[config.mk]
export PLATFORM = sky130hd
export DESIGN_NAME = jbbc_core
export DESIGN_NICKNAME = d
export VERILOG_FILES = /design/src/hw/rtl/jbbc_pkg.sv /design/src/hw/rtl/jbbc_core.sv
export SDC_FILE = /design/constraint.sdc
export NUM_CORES = 1
export LEC_CHECK = 0
export ABC_CLOCK_PERIOD_IN_PS = 3550
export BUFFER_PORTS_ARGS = -buffer_cell sky130_fd_sc_hd__buf_2
export CAP_MARGIN = 20
export CORE_UTILIZATION = 51
export CTS_CLUSTER_SIZE = 20
export DETAILED_ROUTE_END_ITERATION = 12
export GPL_ROUTABILITY_DRIVEN = 0
export PLACE_DENSITY = 0.82
export SYNTH_ARGS = -nofsm -noshare
export SYNTH_HDL_FRONTEND = slang
export SYNTH_SLANG_ARGS = --single-unit
[constraint.sdc]
create_clock -name clk -period 3.55 [get_ports clk]
set_clock_uncertainty 0.15 [all_clocks]
set_input_delay 0.355 -clock clk [delete_from_list [all_inputs] [get_ports clk]]
set_output_delay 0.355 -clock clk [all_outputs]
set_load 0.1 [all_outputs]
[src/hw/rtl/jbbc_pkg.sv]
// Shared types and character constants for the JSON bracket balance checker.
`default_nettype none

package jbbc_pkg;

    // Characters that the scanner recognizes.
    localparam logic [7:0] CHAR_OPEN_BRACE   = 8'h7B;
    localparam logic [7:0] CHAR_OPEN_SQUARE  = 8'h5B;
    localparam logic [7:0] CHAR_CLOSE_BRACE  = 8'h7D;
    localparam logic [7:0] CHAR_CLOSE_SQUARE = 8'h5D;
    localparam logic [7:0] CHAR_QUOTE        = 8'h22;
    localparam logic [7:0] CHAR_BACKSLASH    = 8'h5C;

    // Depth limit after reset.
    localparam logic [7:0] DEPTH_LIMIT_RESET = 8'd100;

    // Kind of an open bracket as stored on the stack.
    localparam logic KIND_BRACE  = 1'b0;
    localparam logic KIND_SQUARE = 1'b1;

    // Status reported with every byte.
    typedef enum logic [1:0] {
        VERDICT_PENDING = 2'd0,
        VERDICT_VALID   = 2'd1,
        VERDICT_INVALID = 2'd2
    } verdict_t;

    // One result word.
    typedef struct packed {
        verdict_t   verdict;
        logic [7:0] nesting_depth;
    } result_t;

endpackage : jbbc_pkg

`default_nettype wire

[src/hw/rtl/jbbc_core.sv]
// Byte scanner: string and escape tracking, stack pointer, top-of-stack and error state.
`default_nettype none

module jbbc_core #(
    parameter int STACK_ENTRIES = 128,
    parameter int AW            = 7,
    parameter int LW            = 8
) (
    input  wire logic              clk,
    input  wire logic              rst_n,
    input  wire logic              accept,
    input  wire logic [7:0]        text_byte,
    input  wire logic              end_of_document,
    input  wire logic [7:0]        depth_limit,
    output logic                   mem_wr_en,
    output logic [AW-1:0]          mem_wr_addr,
    output logic                   mem_wr_kind,
    output logic                   mem_rd_en,
    output logic [AW-1:0]          mem_rd_addr,
    input  wire logic              mem_rd_kind,
    output jbbc_pkg::result_t      result
);

    localparam int CMPW = ((LW > 8) ? LW : 8) + 1;

    logic [LW-1:0] level_reg, level_next;
    logic          str_reg, str_next;
    logic          esc_reg, esc_next;
    logic          err_reg, err_next;
    logic          pend_reg, pend_next;
    logic          top_reg, top_next;

    logic          top_kind;
    logic          is_open;
    logic          is_close;
    logic          want_kind;
    logic          at_limit;
    logic [CMPW-1:0] level_ext;
    logic [CMPW-1:0] limit_ext;
    logic [CMPW-1:0] depth_ext;

    // After a pop the top entry comes from memory until the next byte is accepted, else from the register.
    assign top_kind  = pend_reg ? mem_rd_kind : top_reg;
    assign is_open   = (text_byte == jbbc_pkg::CHAR_OPEN_BRACE)
                    || (text_byte == jbbc_pkg::CHAR_OPEN_SQUARE);
    assign is_close  = (text_byte == jbbc_pkg::CHAR_CLOSE_BRACE)
                    || (text_byte == jbbc_pkg::CHAR_CLOSE_SQUARE);
    assign want_kind = (text_byte == jbbc_pkg::CHAR_CLOSE_SQUARE) ? jbbc_pkg::KIND_SQUARE
                                                                  : jbbc_pkg::KIND_BRACE;
    assign level_ext = CMPW'(level_reg);
    assign limit_ext = CMPW'(depth_limit);
    assign at_limit  = (level_ext >= limit_ext) || (level_reg >= LW'(STACK_ENTRIES));

    // Next state for one accepted byte.
    always_comb
    begin
        level_next  = level_reg;
        str_next    = str_reg;
        esc_next    = esc_reg;
        err_next    = err_reg;
        pend_next   = 1'b0;
        top_next    = top_kind;
        mem_wr_en   = 1'b0;
        mem_wr_addr = AW'(level_reg);
        mem_wr_kind = (text_byte == jbbc_pkg::CHAR_OPEN_SQUARE) ? jbbc_pkg::KIND_SQUARE
                                                                : jbbc_pkg::KIND_BRACE;
        mem_rd_en   = 1'b0;
        mem_rd_addr = AW'(level_reg - LW'(2));

        if (accept && !err_reg)
        begin
            if (esc_reg)
            begin
                esc_next = 1'b0;
            end
            else if (str_reg && (text_byte == jbbc_pkg::CHAR_BACKSLASH))
            begin
                esc_next = 1'b1;
            end
            else if (text_byte == jbbc_pkg::CHAR_QUOTE)
            begin
                str_next = !str_reg;
            end
            else if (!str_reg && is_open)
            begin
                if (at_limit)
                begin
                    err_next = 1'b1;
                end
                else
                begin
                    mem_wr_en  = 1'b1;
                    top_next   = mem_wr_kind;
                    level_next = level_reg + LW'(1);
                end
            end
            else if (!str_reg && is_close)
            begin
                if ((level_reg == '0) || (top_kind != want_kind))
                begin
                    err_next = 1'b1;
                end
                else
                begin
                    // Fetch the entry that becomes the new top.
                    level_next = level_reg - LW'(1);
                    mem_rd_en  = (level_reg > LW'(1));
                    pend_next  = 1'b1;
                end
            end
        end

        if (!accept)
        begin
            pend_next = pend_reg;
            top_next  = top_reg;
        end
    end

    assign depth_ext = CMPW'(level_next);

    // Result of the byte, taken before the clear on the final byte.
    always_comb
    begin
        result.nesting_depth = depth_ext[7:0];
        if (end_of_document)
        begin
            result.verdict = (!err_next && (level_next == '0) && !str_next)
                           ? jbbc_pkg::VERDICT_VALID : jbbc_pkg::VERDICT_INVALID;
        end
        else
        begin
            result.verdict = err_next ? jbbc_pkg::VERDICT_INVALID : jbbc_pkg::VERDICT_PENDING;
        end
    end

    // Control state; a final byte returns everything to the reset values.
    always_ff @(posedge clk or negedge rst_n)
    begin
        if (!rst_n)
        begin
            level_reg <= '0;
            str_reg   <= 1'b0;
            esc_reg   <= 1'b0;
            err_reg   <= 1'b0;
            pend_reg  <= 1'b0;
        end
        else if (accept && end_of_document)
        begin
            level_reg <= '0;
            str_reg   <= 1'b0;
            esc_reg   <= 1'b0;
            err_reg   <= 1'b0;
            pend_reg  <= 1'b0;
        end
        else
        begin
            level_reg <= level_next;
            str_reg   <= str_next;
            esc_reg   <= esc_next;
            err_reg   <= err_next;
            pend_reg  <= pend_next;
        end
    end

    // Cached top-of-stack kind.
    always_ff @(posedge clk)
    begin
        top_reg <= top_next;
    end

endmodule : jbbc_core

`default_nettype wire

==> metrics.cfg <==
[status]
status = complete, but fails checks
violations = setup timing

[power_and_ir_drop]
total_power_uw = 389
switching_share_pct = 38.1
p_switching_uw = 148
internal-power_uw = 241
p_clk_share_pct = 26.6
power_frac_seq_pct = 39.0
p_leak_uw = 0.00111
p_per_area_mw_per_mm2 = 173
ir_worst_vdd_mv = 0.165
p_comb_share_pct = 34.4

[global_route]
grt_overflow = 0
antenna_found_initial = 0
grt_max_degree = 13
track_usage_pct = 34.4
grt_pass1_vias = 1696
grt_first_pass_wirelength_um = 8240

[die]
num_io_pins = 48
fp.dieW_um = 55.9
die_area_mm2 = 0.00312
die_y_um = 55.9
coreArea_mm2 = 0.00276
start_util_pct = 53.7
num_rows = 19

[run]
maxCapViolCount = 0

[synth]
synth_area_leaders = dfrtp_1 20%, ha_1 12%, buf_4 4.1%
synth_area_leader_cell = dfrtp_1
synth_seq_area_share_pct = 22.3
syn_area_per_cell_um2 = 8.37
ys_async_sr_fraction_pct = 92.3
yosysMostFrequentCell = nor2_1
ys_types = 51
ys_seq_elements = 13
synth_commonest_cells = 16 x nor2_1, 15 x inv_1, 14 x ha_1
yosys.area.top_type_share_pct = 20.3
synth_edf_count = 1
synth_area_mm2 = 0.00148
synth_top_flop_cell = dfrtp_1
mappedNetlistNets = 212
synth_cells = 177
yosys_warnings = 0

[detailed_routing]
ant_nets = 0
drc = 0
routed_via_density = 6.17
drt_wl_total_um = 5150
drt-initial-drc-count = 100
wl_per_cell_um = 18.7
via_count = 1698
first_pass_iters = 5

[timing]
fmaxAchievable_mhz = 274
period_minus_slack_ns = 3.65
slew_headroom_pct = 67.0
drv_slew = 0
holdWs_ns = 0.241
tightestPinTransition_ns = 0.499
setup_violations = 2
fin_crit_sh_pct = 103
hold_violations = 0
rsz0062_at_grt = yes
fin_ws_ns = -0.100

[worst_setup_path]
cp_cell_sequence = buf_6, ha_4, a31oi_1, nor2b_1, o211ai_1, buf_4, and4_4, a21oi_1, o211a_2, nor4_4, and4_4, buf_12
crit_family = simple AND/OR/NAND/NOR gates
critPathSlowestCell = dfrtp_1
critical-path-max-stage-delay_ns = 0.41
critical_path_required_ns = 3.04
endpoint_kind = output pin
cp.arrival_ns = 3.15
critPathKind = reg2out
cp_max_fo = 4
startpoint_type = register
cp_common_cell = and4_4
path_buf_inv = 3

[cts]
clock_sinks = 13
cts.clk_slew.worst_paths_ns = 0.10
cts_tree = done
cts_buffer_depth = 2
cts-root-buf = clkbuf_4
clkLatencyLatePin_ns = 0.29
cts_htree_levels = 1
numCtsBuffers = 3

[final_layout]
largest_reg_flops = 8
final_nets = 280
diodes = 0
regArea_um2 = 330
post_route_cells_drive_above_1_share_pct = 48.4
multi_input_area_mm2 = 0.00122
utilization_pct = 81.6
layout.cells.non_filler = 275
areaGrowthSynthToFinish_pct = 51.9
fillers = 169

[placed_design]
place_ws_ns = 0.0877
place_inst = 259
port_buffers = 47
dpl.hpwl_um = 3490

[worst_hold_path]
min_path_type = in2reg

==> path summary, 6_finish.rpt <==
kind                            slack (ns)       startpoint  cells past startpoint           end
worst max-delay path                 -0.10     level_reg[2]                     12     result[8]
worst min-delay path                  0.24  end_of_document                      2       err_reg
worst max register to register        0.54     level_reg[2]                     12  level_reg[4]
worst min register to register        0.42         pend_reg                      2      pend_reg
max in group asynchronous             2.68            rst_n                      2  level_reg[0]
min in group asynchronous             0.34            rst_n                      2  level_reg[4]
==> metal layers <==
metal,up-vias,wire [um],global-route usage [%]
met2,123,2570,59.7
met3,32,521,5.12
met5,-,0,0
met4,0,180,14.6
met1,781,1880,42.4
li1,762,-,-
==> stage by stage <==
stage | TNS [ns] | area, um^2
floorplan | -0.965 | 1620
global placement | 0 | 2040
detailed placement | 0 | 2040
CTS | 0 | 2230
global route | -0.219 | 2250
finish | -0.194 | 2250
==> worst register-to-register path: cells and delay by family (launching register included) <==
kind | cells | cell delay, ns
XOR/XNOR | 1 | 0.17
AND/OR/NAND/NOR | 3 | 0.48
flip-flops | 1 | 0.41
adder cells (fa/ha/maj) | 1 | 0.22
AO/OA/AOI/OAI | 4 | 0.95
buffers and inverters | 3 | 0.54
==> area by class of cell <==
type,instances,area share [%]
Timing Repair Buffer,77,25.4
Clock buffer,4,1.17
Sequential cell,13,14.7
Tap cell,31,1.72
Inverter,16,2.84
Multi-Input combinational cell,134,54.2
==> cells by family after synthesis <==
logic type,count (synthesis),share of synthesized area [%]
xor+xnor,11,6.50
flops,13,22.3
simple gates,70,29.7
compound gates,35,16.1
fa+ha+maj,14,11.8
mux,4,2.79
buf+inv,30,10.7
==> timing repair <==
item,in CTS,in global routing
endpoints found under the hold margin,12,0
hold buffers,1,0
resized for setup,14,4
pin swaps,11,2
setup endpoints to repair,2,3
setup buffers,11,0
==> power groups by stage <==
stage,Clock (uW),Combinational [uW],Sequential [uW]
5_1_grt,109,140,152
4_1_cts,102,130,152
2_1_floorplan,0,80.8,156
3_3_place_gp,0,119,155
3_5_place_dp,0,123,155
6_report,103,134,152
==> layout by cell type (no fill, tap or decap), types with 2 or more instances in the layout <==
cell,instances
nor3_1,3
clkbuf_4,3
and2_1,2
a31oi_1,4
o21ai_0,5
a21oi_2,3
dfrtp_1,12
inv_1,14
mux2i_1,3
or3_1,2
ha_1,12
nand2_1,9
a21boi_0,5
and4_4,2
xor2_1,4
xnor2_4,3
xnor2_2,2
nor4_1,2
buf_12,7
buf_2,40
buf_4,28
nor2_1,16
nand3_1,4
and3_1,3
a21oi_1,4
or4_4,2
nor2b_1,5
and4b_1,3
Power figures use the tool's default switching activity.
